==> src/sv/cfbl_pkg.sv <==
// Shared types and constants for the chained free-block list.
// Holds the command and result codes, register indexes and the queue entry type.
// No dependencies.
package cfbl_pkg;

  localparam int BW                 = 24;  // block number and total width
  localparam int KW                 = 4;   // result kind width
  localparam int CNTW               = 6;   // list count port width
  localparam int DEFAULT_LIST_DEPTH = 32;
  localparam int QUEUE_DEPTH        = 2;

  // configuration register indexes
  localparam logic REG_FIRST_DATA_BLOCK   = 1'b0;
  localparam logic REG_VOLUME_BLOCK_COUNT = 1'b1;

  // command codes
  typedef enum logic [2:0] {
    OP_ALLOC      = 3'd0,
    OP_FREE       = 3'd1,
    OP_LOAD_COUNT = 3'd2,
    OP_LOAD_ENTRY = 3'd3,
    OP_SET_TOTAL  = 3'd4
  } op_e;

  // result kinds
  typedef enum logic [KW-1:0] {
    K_GRANT       = 4'd0,
    K_FREED       = 4'd1,
    K_NO_SPACE    = 4'd2,
    K_BAD_BLOCK   = 4'd3,
    K_NEED_REFILL = 4'd4,
    K_SPILL_COUNT = 4'd5,
    K_SPILL_ENTRY = 4'd6,
    K_LOADED      = 4'd7,
    K_BUSY        = 4'd8
  } kind_e;

  // classified command held in the queue
  typedef struct packed {
    op_e           op;
    logic [BW-1:0] blk;
    logic [BW-1:0] val;
    logic          out_of_range;  // blk outside the data area
    logic          count_bad;     // read error, zero or oversize count
  } cmd_t;

endpackage

==> src/sv/cfbl_front.sv <==
// Front end of the chained free-block list: takes commands, classifies them
// and holds them in a short queue for the back end.
// Depends on cfbl_pkg.
module cfbl_front
  import cfbl_pkg::*;
#(
  parameter int LIST_DEPTH = DEFAULT_LIST_DEPTH
) (
  input  logic          clk,
  input  logic          rst,
  input  logic          start,
  output logic          busy,
  input  logic [2:0]    opcode,
  input  logic [BW-1:0] block_number,
  input  logic [BW-1:0] count_or_total,
  input  logic          read_error,
  input  logic [BW-1:0] first_data_block,
  input  logic [BW-1:0] volume_block_count,
  output cmd_t          cmd,
  output logic          cmd_valid,
  input  logic          cmd_pop
);

  localparam int QAW = $clog2(QUEUE_DEPTH);
  localparam int QFW = $clog2(QUEUE_DEPTH + 1);

  cmd_t             queue [QUEUE_DEPTH];
  logic [QAW-1:0]   wr_ptr;
  logic [QAW-1:0]   rd_ptr;
  logic [QFW-1:0]   fill;
  logic             known;
  logic             push;
  logic             pop;
  cmd_t             incoming;

  // decode and classify the incoming beat
  always_comb begin
    known = 1'b0;
    case (opcode)
      OP_ALLOC, OP_FREE, OP_LOAD_COUNT, OP_LOAD_ENTRY, OP_SET_TOTAL: known = 1'b1;
      default: known = 1'b0;
    endcase
    incoming.op           = op_e'(opcode);
    incoming.blk          = block_number;
    incoming.val          = count_or_total;
    incoming.out_of_range = (block_number < first_data_block) ||
                            (block_number >= volume_block_count);
    incoming.count_bad    = read_error || (count_or_total == '0) ||
                            (count_or_total > BW'(LIST_DEPTH));
  end

  // unknown codes are taken and dropped
  assign busy      = (fill == QFW'(QUEUE_DEPTH));
  assign push      = start && !busy && known;
  assign pop       = cmd_pop && cmd_valid;
  assign cmd_valid = (fill != '0);
  assign cmd       = queue[rd_ptr];

  // queue storage
  always_ff @(posedge clk) begin
    if (push) begin
      queue[wr_ptr] <= incoming;
    end
  end

  // queue pointers and fill level
  always_ff @(posedge clk) begin
    if (rst) begin
      wr_ptr <= '0;
      rd_ptr <= '0;
      fill   <= '0;
    end else begin
      if (push) begin
        wr_ptr <= (wr_ptr == QAW'(QUEUE_DEPTH - 1)) ? '0 : wr_ptr + QAW'(1);
      end
      if (pop) begin
        rd_ptr <= (rd_ptr == QAW'(QUEUE_DEPTH - 1)) ? '0 : rd_ptr + QAW'(1);
      end
      fill <= fill + QFW'(push) - QFW'(pop);
    end
  end

endmodule

==> src/sv/cfbl_back.sv <==
// Back end of the chained free-block list: owns the free stack memory, the
// count, the free total and the refill phase, and issues the result beats.
// Depends on cfbl_pkg.
module cfbl_back
  import cfbl_pkg::*;
#(
  parameter int LIST_DEPTH = DEFAULT_LIST_DEPTH
) (
  input  logic            clk,
  input  logic            rst,
  input  cmd_t            cmd,
  input  logic            cmd_valid,
  output logic            cmd_pop,
  input  logic [BW-1:0]   first_data_block,
  input  logic [BW-1:0]   volume_block_count,
  output logic            result_valid,
  output logic [KW-1:0]   kind,
  output logic [BW-1:0]   result_block,
  output logic [CNTW-1:0] spill_count,
  output logic [CNTW-1:0] list_count,
  output logic [BW-1:0]   total_free,
  output logic            last
);

  localparam int CW = $clog2(LIST_DEPTH + 1);
  localparam int AW = $clog2(LIST_DEPTH);

  typedef enum logic [6:0] {
    ST_IDLE  = 7'b0000001,
    ST_SCAN  = 7'b0000010,
    ST_BAD   = 7'b0000100,
    ST_FINAL = 7'b0001000,
    ST_FREE2 = 7'b0010000,
    ST_SPILL = 7'b0100000,
    ST_PUSH0 = 7'b1000000
  } state_t;

  typedef enum logic [2:0] {
    PH_IDLE = 3'b001,
    PH_WAIT = 3'b010,
    PH_LOAD = 3'b100
  } phase_t;

  // free stack memory
  logic [BW-1:0] mem [LIST_DEPTH];
  logic          mem_we;
  logic [AW-1:0] mem_waddr;
  logic [BW-1:0] mem_wdata;
  logic          mem_re;
  logic [AW-1:0] mem_raddr;
  logic [BW-1:0] rd_data;

  // control state
  state_t        state, state_next;
  phase_t        phase, phase_next;
  logic [CW-1:0] cnt, cnt_next;
  logic [BW-1:0] total, total_next;
  logic [BW-1:0] pending, pending_next;
  logic [CW-1:0] load_idx, load_idx_next;
  logic [CW-1:0] scan, scan_next;
  logic [AW-1:0] ep, ep_next;
  logic [CW-1:0] nbad, nbad_next;
  kind_e         fin_kind, fin_kind_next;
  logic [BW-1:0] fin_blk, fin_blk_next;
  logic [CNTW-1:0] spc, spc_next;
  logic [BW-1:0] held, held_next;

  // beat being issued this cycle
  logic            em_valid;
  kind_e           em_kind;
  logic [BW-1:0]   em_blk;
  logic [CNTW-1:0] em_spc;
  logic            em_last;

  logic [BW-1:0] total_inc;
  logic [BW-1:0] total_dec;
  logic [CW-1:0] cnt_m1;
  logic [CW-1:0] li_inc;
  logic [CW-1:0] nbad_inc;
  logic          rd_oor;

  assign total_inc = (total != '1) ? total + BW'(1) : total;
  assign total_dec = (total != '0) ? total - BW'(1) : total;
  assign cnt_m1    = cnt - CW'(1);
  assign li_inc    = load_idx + CW'(1);
  assign nbad_inc  = nbad + CW'(1);
  assign rd_oor    = (rd_data < first_data_block) || (rd_data >= volume_block_count);

  // sequencer
  always_comb begin
    state_next    = state;
    phase_next    = phase;
    cnt_next      = cnt;
    total_next    = total;
    pending_next  = pending;
    load_idx_next = load_idx;
    scan_next     = scan;
    ep_next       = ep;
    nbad_next     = nbad;
    fin_kind_next = fin_kind;
    fin_blk_next  = fin_blk;
    spc_next      = spc;
    held_next     = held;
    cmd_pop       = 1'b0;
    mem_we        = 1'b0;
    mem_waddr     = '0;
    mem_wdata     = cmd.blk;
    mem_re        = 1'b0;
    mem_raddr     = '0;
    em_valid      = 1'b0;
    em_kind       = K_BUSY;
    em_blk        = '0;
    em_spc        = '0;
    em_last       = 1'b0;

    case (state)
      ST_IDLE: begin
        if (cmd_valid) begin
          cmd_pop  = 1'b1;
          em_valid = 1'b1;
          em_last  = 1'b1;
          case (cmd.op)
            OP_ALLOC: begin
              if (phase != PH_IDLE) begin
                em_kind = K_BUSY;
              end else if (cnt == '0) begin
                cnt_next   = '0;
                total_next = '0;
                em_kind    = K_NO_SPACE;
              end else begin
                // pop the top entry and look at it next cycle
                em_valid   = 1'b0;
                scan_next  = cnt_m1;
                ep_next    = cnt_m1[AW-1:0];
                nbad_next  = '0;
                mem_re     = 1'b1;
                mem_raddr  = cnt_m1[AW-1:0];
                state_next = ST_SCAN;
              end
            end
            OP_FREE: begin
              held_next = cmd.blk;
              if (phase != PH_IDLE) begin
                em_kind = K_BUSY;
              end else if (cmd.out_of_range) begin
                em_kind = K_BAD_BLOCK;
                em_blk  = cmd.blk;
              end else if (cnt == '0) begin
                // end marker goes under the freed block
                em_valid   = 1'b0;
                mem_we     = 1'b1;
                mem_waddr  = '0;
                mem_wdata  = '0;
                state_next = ST_FREE2;
              end else if (cnt >= CW'(LIST_DEPTH)) begin
                // full stack: spill into the freed block
                em_kind    = K_SPILL_COUNT;
                em_blk     = cmd.blk;
                em_spc     = CNTW'(cnt);
                em_last    = 1'b0;
                spc_next   = CNTW'(cnt);
                cnt_next   = CW'(1);
                total_next = total_inc;
                ep_next    = '0;
                mem_re     = 1'b1;
                mem_raddr  = '0;
                state_next = ST_SPILL;
              end else begin
                mem_we     = 1'b1;
                mem_waddr  = cnt[AW-1:0];
                cnt_next   = cnt + CW'(1);
                total_next = total_inc;
                em_kind    = K_FREED;
                em_blk     = cmd.blk;
              end
            end
            OP_LOAD_COUNT: begin
              if (phase != PH_WAIT) begin
                em_kind = K_BUSY;
              end else if (cmd.count_bad) begin
                cnt_next   = '0;
                total_next = '0;
                phase_next = PH_IDLE;
                em_kind    = K_NO_SPACE;
              end else begin
                cnt_next      = cmd.val[CW-1:0];
                load_idx_next = '0;
                phase_next    = PH_LOAD;
                em_kind       = K_LOADED;
                em_blk        = pending;
              end
            end
            OP_LOAD_ENTRY: begin
              if (phase != PH_LOAD) begin
                em_kind = K_BUSY;
              end else begin
                mem_we    = 1'b1;
                mem_waddr = load_idx[AW-1:0];
                if (li_inc >= cnt) begin
                  phase_next    = PH_IDLE;
                  load_idx_next = '0;
                  total_next    = total_dec;
                  em_kind       = K_GRANT;
                  em_blk        = pending;
                end else begin
                  load_idx_next = li_inc;
                  em_kind       = K_LOADED;
                  em_blk        = cmd.blk;
                end
              end
            end
            OP_SET_TOTAL: begin
              if (phase != PH_IDLE) begin
                em_kind = K_BUSY;
              end else begin
                total_next = cmd.val;
                em_kind    = K_LOADED;
              end
            end
            default: begin
              em_valid = 1'b0;
            end
          endcase
        end
      end

      ST_SCAN: begin
        if ((rd_data != '0) && rd_oor && (scan != '0)) begin
          // skip an out-of-range entry and pop the next one
          nbad_next = nbad_inc;
          scan_next = scan - CW'(1);
          mem_re    = 1'b1;
          mem_raddr = scan_next[AW-1:0];
        end else begin
          // outcome known: settle the state first
          if (rd_data == '0 || rd_oor) begin
            cnt_next      = '0;
            total_next    = '0;
            fin_kind_next = K_NO_SPACE;
            fin_blk_next  = '0;
          end else if (scan == '0) begin
            cnt_next      = '0;
            phase_next    = PH_WAIT;
            pending_next  = rd_data;
            load_idx_next = '0;
            fin_kind_next = K_NEED_REFILL;
            fin_blk_next  = rd_data;
          end else begin
            cnt_next      = scan;
            total_next    = total_dec;
            fin_kind_next = K_GRANT;
            fin_blk_next  = rd_data;
          end
          if (rd_data != '0 && rd_oor) begin
            nbad_next = nbad_inc;
          end
          if (nbad_next == '0) begin
            em_valid   = 1'b1;
            em_kind    = fin_kind_next;
            em_blk     = fin_blk_next;
            em_last    = 1'b1;
            state_next = ST_IDLE;
          end else begin
            // replay the skipped entries from the old top
            mem_re     = 1'b1;
            mem_raddr  = ep;
            state_next = ST_BAD;
          end
        end
      end

      ST_BAD: begin
        em_valid = 1'b1;
        em_kind  = K_BAD_BLOCK;
        em_blk   = rd_data;
        if (nbad == CW'(1)) begin
          state_next = ST_FINAL;
        end else begin
          nbad_next = nbad - CW'(1);
          ep_next   = ep - AW'(1);
          mem_re    = 1'b1;
          mem_raddr = ep_next;
        end
      end

      ST_FINAL: begin
        em_valid   = 1'b1;
        em_kind    = fin_kind;
        em_blk     = fin_blk;
        em_last    = 1'b1;
        state_next = ST_IDLE;
      end

      ST_FREE2: begin
        mem_we     = 1'b1;
        mem_waddr  = AW'(1);
        mem_wdata  = held;
        cnt_next   = CW'(2);
        total_next = total_inc;
        em_valid   = 1'b1;
        em_kind    = K_FREED;
        em_blk     = held;
        em_last    = 1'b1;
        state_next = ST_IDLE;
      end

      ST_SPILL: begin
        em_valid = 1'b1;
        em_kind  = K_SPILL_ENTRY;
        em_blk   = rd_data;
        em_spc   = spc;
        if (ep == AW'(LIST_DEPTH - 1)) begin
          state_next = ST_PUSH0;
        end else begin
          ep_next   = ep + AW'(1);
          mem_re    = 1'b1;
          mem_raddr = ep_next;
        end
      end

      ST_PUSH0: begin
        mem_we     = 1'b1;
        mem_waddr  = '0;
        mem_wdata  = held;
        em_valid   = 1'b1;
        em_kind    = K_FREED;
        em_blk     = held;
        em_last    = 1'b1;
        state_next = ST_IDLE;
      end

      default: begin
        state_next = ST_IDLE;
      end
    endcase
  end

  // stack memory, registered read
  always_ff @(posedge clk) begin
    if (mem_we) begin
      mem[mem_waddr] <= mem_wdata;
    end
    if (mem_re) begin
      rd_data <= mem[mem_raddr];
    end
  end

  // control registers
  always_ff @(posedge clk) begin
    if (rst) begin
      state        <= ST_IDLE;
      phase        <= PH_IDLE;
      cnt          <= '0;
      total        <= '0;
      pending      <= '0;
      load_idx     <= '0;
      nbad         <= '0;
      result_valid <= 1'b0;
    end else begin
      state        <= state_next;
      phase        <= phase_next;
      cnt          <= cnt_next;
      total        <= total_next;
      pending      <= pending_next;
      load_idx     <= load_idx_next;
      nbad         <= nbad_next;
      result_valid <= em_valid;
    end
  end

  // working and result payload registers
  always_ff @(posedge clk) begin
    scan         <= scan_next;
    ep           <= ep_next;
    fin_kind     <= fin_kind_next;
    fin_blk      <= fin_blk_next;
    spc          <= spc_next;
    held         <= held_next;
    kind         <= em_kind;
    result_block <= em_blk;
    spill_count  <= em_spc;
    last         <= em_last;
    list_count   <= CNTW'(cnt_next);
    total_free   <= total_next;
  end

endmodule

==> src/sv/chained_free_block_list.sv <==
// Chained free-block list: a stack of free block numbers with a free total.
// Timing: a beat shows in the cycle after its command is taken; an alloc first
// reads the stack top in ST_SCAN, a free onto an empty list passes ST_FREE2; each
// skipped bad entry adds a beat before ST_FINAL; a spill has LIST_DEPTH + 2 beats.
// Throughput: 1 single-beat command per cycle while not busy, 2-entry queue; results cannot stall.
// Sync reset clears config, queue, count, total and phase; stack contents stay unset.
module chained_free_block_list
  import cfbl_pkg::*;
#(
  parameter int LIST_DEPTH = DEFAULT_LIST_DEPTH
) (
  input  logic            clk,
  input  logic            rst,
  input  logic            start,
  output logic            busy,
  input  logic [2:0]      opcode,
  input  logic [BW-1:0]   block_number,
  input  logic [BW-1:0]   count_or_total,
  input  logic            read_error,
  input  logic            cfg_en,
  input  logic            cfg_addr,
  input  logic [BW-1:0]   cfg_data,
  output logic            result_valid,
  output logic [KW-1:0]   kind,
  output logic [BW-1:0]   result_block,
  output logic [CNTW-1:0] spill_count,
  output logic [CNTW-1:0] list_count,
  output logic [BW-1:0]   total_free,
  output logic            last
);

  logic [BW-1:0] first_data_block;
  logic [BW-1:0] volume_block_count;
  cmd_t          cmd;
  logic          cmd_valid;
  logic          cmd_pop;

  // configuration registers
  always_ff @(posedge clk) begin
    if (rst) begin
      first_data_block   <= '0;
      volume_block_count <= '0;
    end else if (cfg_en) begin
      case (cfg_addr)
        REG_FIRST_DATA_BLOCK:   first_data_block   <= cfg_data;
        REG_VOLUME_BLOCK_COUNT: volume_block_count <= cfg_data;
        default: ;
      endcase
    end
  end

  // command intake and queue
  cfbl_front #(
    .LIST_DEPTH(LIST_DEPTH)
  ) u_front (
    .clk               (clk),
    .rst               (rst),
    .start             (start),
    .busy              (busy),
    .opcode            (opcode),
    .block_number      (block_number),
    .count_or_total    (count_or_total),
    .read_error        (read_error),
    .first_data_block  (first_data_block),
    .volume_block_count(volume_block_count),
    .cmd               (cmd),
    .cmd_valid         (cmd_valid),
    .cmd_pop           (cmd_pop)
  );

  // stack engine
  cfbl_back #(
    .LIST_DEPTH(LIST_DEPTH)
  ) u_back (
    .clk               (clk),
    .rst               (rst),
    .cmd               (cmd),
    .cmd_valid         (cmd_valid),
    .cmd_pop           (cmd_pop),
    .first_data_block  (first_data_block),
    .volume_block_count(volume_block_count),
    .result_valid      (result_valid),
    .kind              (kind),
    .result_block      (result_block),
    .spill_count       (spill_count),
    .list_count        (list_count),
    .total_free        (total_free),
    .last              (last)
  );

endmodule

==> config.mk <==
export PLATFORM = sky130hd
export DESIGN_NAME = chained_free_block_list
export DESIGN_NICKNAME = d
export VERILOG_FILES = /design/src/sv/cfbl_pkg.sv /design/src/sv/cfbl_front.sv /design/src/sv/cfbl_back.sv /design/src/sv/chained_free_block_list.sv
export SDC_FILE = /design/constraint.sdc
export NUM_CORES = 2
export LEC_CHECK = 0
export BUFFER_PORTS_ARGS = -buffer_cell sky130_fd_sc_hd__buf_2
export CORE_MARGIN = 4
export CORE_UTILIZATION = 35
export CTS_BUF_LIST = sky130_fd_sc_hd__clkbuf_8
export DETAILED_ROUTE_END_ITERATION = 12
export SLEW_MARGIN = 40
export SYNTH_ARGS = -nofsm -noshare
export SYNTH_HDL_FRONTEND = slang
export SYNTH_SLANG_ARGS = --single-unit
==> constraint.sdc <==
create_clock -name clk -period 7.15 [get_ports clk]
set_input_delay 0.3575 -clock clk [delete_from_list [all_inputs] [get_ports clk]]
set_output_delay 0.3575 -clock clk [all_outputs]
set_load 0.02 [all_outputs]
After elaboration in Yosys (flattened, before gate mapping)
Memory sizes are Yosys's and may differ from the RTL's. A register that Yosys moved wholly into a read port is not among the register bits.
Cells that the tools add are included.
{"block": "classes", "n_addsub": 14, "shift": 0, "multipliers": 0, "muxes": 197, "eq_ne": 47, "n_div": 0, "n_reduce_logical": 43, "order_cmp": 7, "bitwise_logic": 6}
{"op": "$mux 24", "n": 30}
{"op": "$mux 6", "n": 40}
{"op": "$pmux 24 s5", "n": 2}
{"op": "$pmux 24 s3", "n": 2}
{"op": "$mux 5", "n": 23}
{"op": "$mux 7", "n": 10}
{"op": "$pmux 6 s3", "n": 3}
{"op": "$ge 24x24->1", "n": 2}
{"op": "$logic_not 24->1", "n": 2}
{"op": "$lt 24x24->1", "n": 2}
{"op": "$mux 4", "n": 12}
{"op": "$pmux 24 s2", "n": 1}
{"op": "$pmux 6 s2", "n": 4}
{"op": "$reduce_bool 24->1", "n": 2}
{"op": "$mux 1", "n": 39}
{"op": "$mux 3", "n": 13}
{"op": "$ne 3x3->1 const B", "n": 11}
{"op": "$pmux 5 s2", "n": 3}
{"op": "$pmux 7 s4", "n": 1}
{"op": "$add 24x1->24 const B", "n": 1}
{"op": "$gt 24x6->1 const B", "n": 1}
{"op": "$ne 24x24->1 const B", "n": 1}
{"op": "$pmux 4 s6", "n": 1}
{"op": "$sub 24x1->24 const B", "n": 1}
{"op": "55 further kinds", "n": 107}
{"block": "word_totals", "in_bits": 81, "mem_count": 2, "output_inout_bits": 67, "ram_bits": 874, "latch_bits": 0, "rom_bits": 0, "ff_bits": 263}
{"name": "u_back.mem", "words": 32, "width": 24, "rd": 1, "rd_ports_with_merged_regs": 1, "wr": 1, "line": "cfbl_back.sv:45", "source": "logic [BW-1:0] mem [LIST_DEPTH];"}
{"name": "u_front.queue", "words": 2, "width": 53, "rd": 1, "rd_ports_with_merged_regs": 1, "wr": 1, "line": "cfbl_front.sv:27", "source": "cmd_t queue [QUEUE_DEPTH];"}

Logic depth before layout (Yosys ltp)
{"block": "logic_depth", "depth_word": 10, "mapped_depth": 16, "depth_no_buf": 14}

Cells and area by module
From an unflattened synthesis, not the netlist that was laid out.
{"block": "hier_totals", "cells_unflattened": 4397, "area_unflattened_um2": 50895.1}
{"mod": "cfbl_back", "cells_per_inst": 3850, "area_per_inst_um2": 43603.1, "instances": 1, "seq_area_each_um2": 28637.5}
{"mod": "cfbl_front", "cells_per_inst": 361, "area_per_inst_um2": 5281.3, "instances": 1, "seq_area_each_um2": 3283.1}
{"mod": "chained_free_block_list", "cells_per_inst": 186, "area_per_inst_um2": 2010.7, "instances": 1, "seq_area_each_um2": 960.9}

Least setup slack after synthesis
No wires, ideal clock.
{"block": "synth_path", "path_kind": "reg-to-reg", "from": "reg u_back.rd_data[22], read port of u_back.mem", "to": "reg u_back.rd_data[10], read port of u_back.mem, data pin", "path_stages_with_launch": 15, "arrival_ns": 4.668, "setup_slack_ns": 2.208, "path_cell_list": "edfxtp_1 ha_1 a21oi_1 nand2_1 a221oi_1 o21ai_0 a211o_1 a31oi_1 a41oi_1 and2_1 buf_2 buf_2 a22o_1 nor3_1 a31oi_1"}
{"block": "synth_between", "elab_chain_len": 10, "elab_cells_between_ends": 16, "classes_between": "2 x order compare; 9 x mux; 5 x reduce/logical"}
{"element": "from (decl)", "line": "cfbl_back.sv:51", "source": "logic [BW-1:0] rd_data;"}
{"element": "$lt 24x24->1 / $ge 24x24->1 (equally long branches)", "line": "cfbl_back.sv:87", "source": "assign rd_oor = (rd_data < first_data_block) || (rd_data >= volume_block_count);"}
{"element": "$logic_or 1x1->1", "line": "cfbl_back.sv:87"}
{"element": "$logic_and 1x1->1 (*)", "line": "cfbl_back.sv:228, cfbl_back.sv:254"}
{"element": "$mux 6", "line": "cfbl_back.sv:254", "source": "if (rd_data != '0 && rd_oor) begin"}
{"element": "$mux 6", "line": "cfbl_back.sv:228", "source": "if ((rd_data != '0) && rd_oor && (scan != '0)) begin"}
{"element": "$mux 6", "line": "cfbl_back.sv:116", "source": "case (state)"}
{"element": "$logic_not 6->1", "line": "cfbl_back.sv:257", "source": "if (nbad_next == '0) begin"}
{"element": "$mux 5 / $mux 1 (equally long branches)", "line": "cfbl_back.sv:257"}
{"element": "$mux 5 / $mux 1 (equally long branches)", "line": "cfbl_back.sv:228"}
{"element": "$pmux 5 s4 / $pmux 1 s4 (equally long branches)", "line": "cfbl_back.sv:116"}
Mark *: on every way between the ends. The rest lies on a longest branch, timed or not. The select of a mux whose other input is x is not followed.
A chain may end at the register's enable or synchronous reset.

Final worst setup path
{"block": "layout_path", "from": "reg u_back.rd_data[17], read port of u_back.mem", "to": "reg u_back.rd_data[11], read port of u_back.mem, data pin"}
Same word-level chain as after synthesis.

==> reports/summary.txt <==
post-route antenna net violation count = 0
layout net count = 4,024
Vias = 33,100
status = completed
CP arrival = 6.62 ns
maximum root-to-sink buffer count = 3
CTS sink cnt = 1,160
Slew Limit Fails = 0
H-tree Lvls = 4
DRC viols = 0
critical path class = reg2reg
Die Y-Extent = 386 um
std cell rows = 138
Netlist Area Pre-Place = 49,900 um2
met3 wire length = 12,200 um
CTS buffer count = 186
met2 wire len = 69,200 um
Clock Pin Slew Worst Setup and Hold Paths = 0.07 ns
Worst EP required = 7.73 ns
fraction of layout cells with a size suffix above 1 = 0.219
CP max-delay cell = edfxtp_1
DR vias/cell = 5.63
Post-synth top flop = edfxtp_1
Met1 Wirelength = 62,800 um
Pwr Density = 281 nW/um2
Peak Freq = 0.166 GHz
Lkg Pwr = 0.0200 uW
Hold Crit Class = in2reg
largest net degree at the start of global routing = 66
Setup violations, final = 0
CP startpoint kind = flip-flop
# IOs = 148
chip width = 386 um
CTS tree = yes
Final Hold Violating Endpoints = 0
critical path peak fanout = 28
Max Used Layer = met4
critical path endpoint category = flip-flop
core area = 142,000 um2
GRT Overall Usage = 0.196
Yosys reg bits = 1,160
vias in the first global route = 32,300
Root Buffer Master = clkbuf_8
Slew @ Worst Pin = 0.898 ns
clk_lat worst skew = 0.89 ns
total negative setup slack = 0 ns
worst vdd ir = 0.000184 V
Max-Cap Viols = 0
Avg WL per Cell = 25.3 um
EDFF count, synth = 965
PortBufs = 147
critical path's most frequent cell = buf_4
crit-path cells = ha_1 -> a21o_1 -> nand3_1 -> a21oi_1 -> a2111oi_0 -> buf_4 -> a211o_1 -> nand2_1 -> a311oi_4 -> buf_4 -> buf_12 -> buf_4 -> buf_4 -> mux4_2 -> a22o_1 -> nor3_1 -> a31oi_1
minimum clock period = 6.03 ns
Syn Inst Count = 3,439
Post-synth ARST share = 0
Syn-to-layout area delta = 17.7%
post-CTS setup buffer count = 0
gpl congestion = 0.933
Syn. warnings = 0
Clock Skew = 0.0607 ns
fin crit share = 0.844
initial antenna violation count = 3
first-pass GRT wire length = 218,000 um
CP peak stage delay = 0.58 ns
initial DRC count = 3,750
GRT Residual Overflow = 0
Post-DP HPWL = 97,700 um
synthesized area per cell = 14.5 um2
Netlist cell types = 88
RSZ-0062 raised after global routing = no
Layout Utilization = 0.415
Initial Util = 0.352
DRT Pass-1 Iters = 9
Slew headroom = 0.396
Die Footprint = 149,000 um2
sequential share of the synthesized area = 0.659
Routed WL = 149,000 um
syn nets = 3,636
## cells by family after synthesis
family                   synth area share
AND/OR/NAND/NOR                    0.0844
XOR/XNOR                          0.00790
AO/OA/AOI/OAI                      0.0914
multiplexers                        0.101
buffers and inverters              0.0272
adder cells (fa/ha/maj)            0.0291
flip-flops                          0.659
## cells in the mapped netlist (7+ instances only)
cell,count,area [um2]
mux2i_1,45,450
o21ai_1,8,40.0
a21o_1,26,195
nand2b_1,14,87.6
inv_1,109,409
or2_2,7,43.8
mux4_2,188,4230
a221o_1,12,120
or3_1,12,75.1
buf_2,41,205
nor2_1,181,679
a31oi_1,34,213
nand2_1,345,1290
o21ai_0,104,521
buf_6,13,146
xor2_1,21,184
or4_1,7,52.6
xnor2_1,24,210
nor4_1,28,175
nor3b_1,7,52.6
a22o_1,55,482
nand4_1,27,169
a211oi_1,15,113
mux2_2,31,349
a221oi_1,13,114
o2111ai_1,27,236
nand3_1,55,275
o211ai_1,16,120
a211o_1,9,78.8
edfxtp_1,965,29000
o31ai_1,10,75.1
buf_4,12,90.1
nor2b_1,44,275
o221ai_1,12,105
dfxtp_1,195,3900
and2_1,14,87.6
clkbuf_1,118,443
a22oi_1,83,623
o22ai_1,21,131
nor3_1,60,300
ha_1,116,1450
a21oi_1,170,851
and3_1,34,213
## path summary, 6_finish.rpt
check	startpoint	to	slack, ns	cells past startpoint
max	u_back.rd_data[17]	u_back.rd_data[11]	1.12	17
min	start	u_front.wr_ptr	0.21	4
max reg2reg	u_back.rd_data[17]	u_back.rd_data[11]	1.12	17
min reg2reg	u_back.pending[7]	u_back.pending[7]	0.45	2
## layout make-up
| type | count | area, um2 |
|---|---|---|
| fillers | 12800 | 82900 |
| flip-flops and latches | 1160 | 32900 |
| multi-input cells | 1978 | 16200 |
| repair buffers | 392 | 3220 |
| clock buffers | 194 | 2670 |
| well taps | 1890 | 2360 |
| clock inverters | 154 | 907 |
| inverters | 109 | 409 |
| diodes | 2 | 5.00 |
## worst max-delay path: cells and delay by family (launching register included)
family                   cells  cell delay (ns)
AO/OA/AOI/OAI                7             2.04
adder cells (fa/ha/maj)      1             0.37
buffers and inverters        5             1.25
flip-flops                   1             0.58
multiplexers                 1             0.51
AND/OR/NAND/NOR              3             0.87
## layout by cell type (no fill, tap or decap), types with 21 or more instances in the layout
cell           netlist  layout
edfxtp_1           965     965
nand2_1            345     341
clkbuf_8             0     194
dfxtp_1            195     194
mux4_2             188     188
inv_1              109     173
a21oi_1            170     170
buf_2               41     146
nor2_1             181     143
buf_4               12     124
ha_1               116     116
dlygate4sd3_1        0      86
a22oi_1             83      83
o21ai_0            104      80
nor3_1              60      56
a22o_1              55      55
nand3_1             55      54
clkinv_1             0      48
mux2i_1             45      44
nor2b_1             44      41
nor2_4               0      35
and3_1              34      34
a31oi_1             34      32
mux2_2              31      31
nand4_1             27      27
o2111ai_1           27      27
nor4_1              28      26
a21o_1              26      26
xnor2_1             24      24
xor2_1              21      21
## power by group
group	leakage, uW	internal [uW]	switching, uW
logic	0.00762	940	2110
clock network	0.00205	2720	2760
registers	0.0103	7860	121
## registers in the layout, indices dropped and copies added (netlist names), 3 cells and up, named ones only
| name | cells |
|---|---|
| u_back.mem | 768 |
| u_back.phase | 3 |
| u_back.ep | 5 |
| u_back.fin_blk | 24 |
| u_back.rd_data | 24 |
| u_back.list_count | 6 |
| u_back.held | 24 |
| first_data_block | 24 |
| volume_block_count | 24 |
| u_back.scan | 6 |
| u_back.total | 24 |
| u_back.state | 7 |
| u_back.kind | 4 |
| u_back.spc | 6 |
| u_back.load_idx | 6 |
| u_back.total_free | 24 |
| u_back.nbad | 6 |
| u_back.pending | 24 |
| u_back.spill_count | 6 |
| u_back.result_block | 24 |
| u_front.queue | 106 |
| u_back.cnt | 6 |
## through the flow
step	cells	area (um2)	hold slack [ns]	total power, uW	setup WS [ns]
2_1_floorplan	3439	49900	0.406	9920	2.21
3_3_place_gp	5417	53700	0.438	11000	1.03
3_5_place_dp	5437	54100	0.445	11000	0.997
4_1_cts	5871	58600	0.0732	16500	0.948
5_1_grt	5878	58700	0.180	17200	0.811
6_report	5879	58700	0.207	16500	1.12
## routing by layer
metal,global-route usage,up-vias
met4,0.0634,0
met1,0.271,16900
met2,0.314,1636
met3,0.0365,301
li1,-,14300
met5,0,-
## what timing repair did
action | CTS | global route
resized for setup | 0 | 0
hold endpoints to repair | 166 | 0
hold buffers | 86 | 0
setup endpoints to repair | 0 | 0
(Power assumes the default switching activity.)
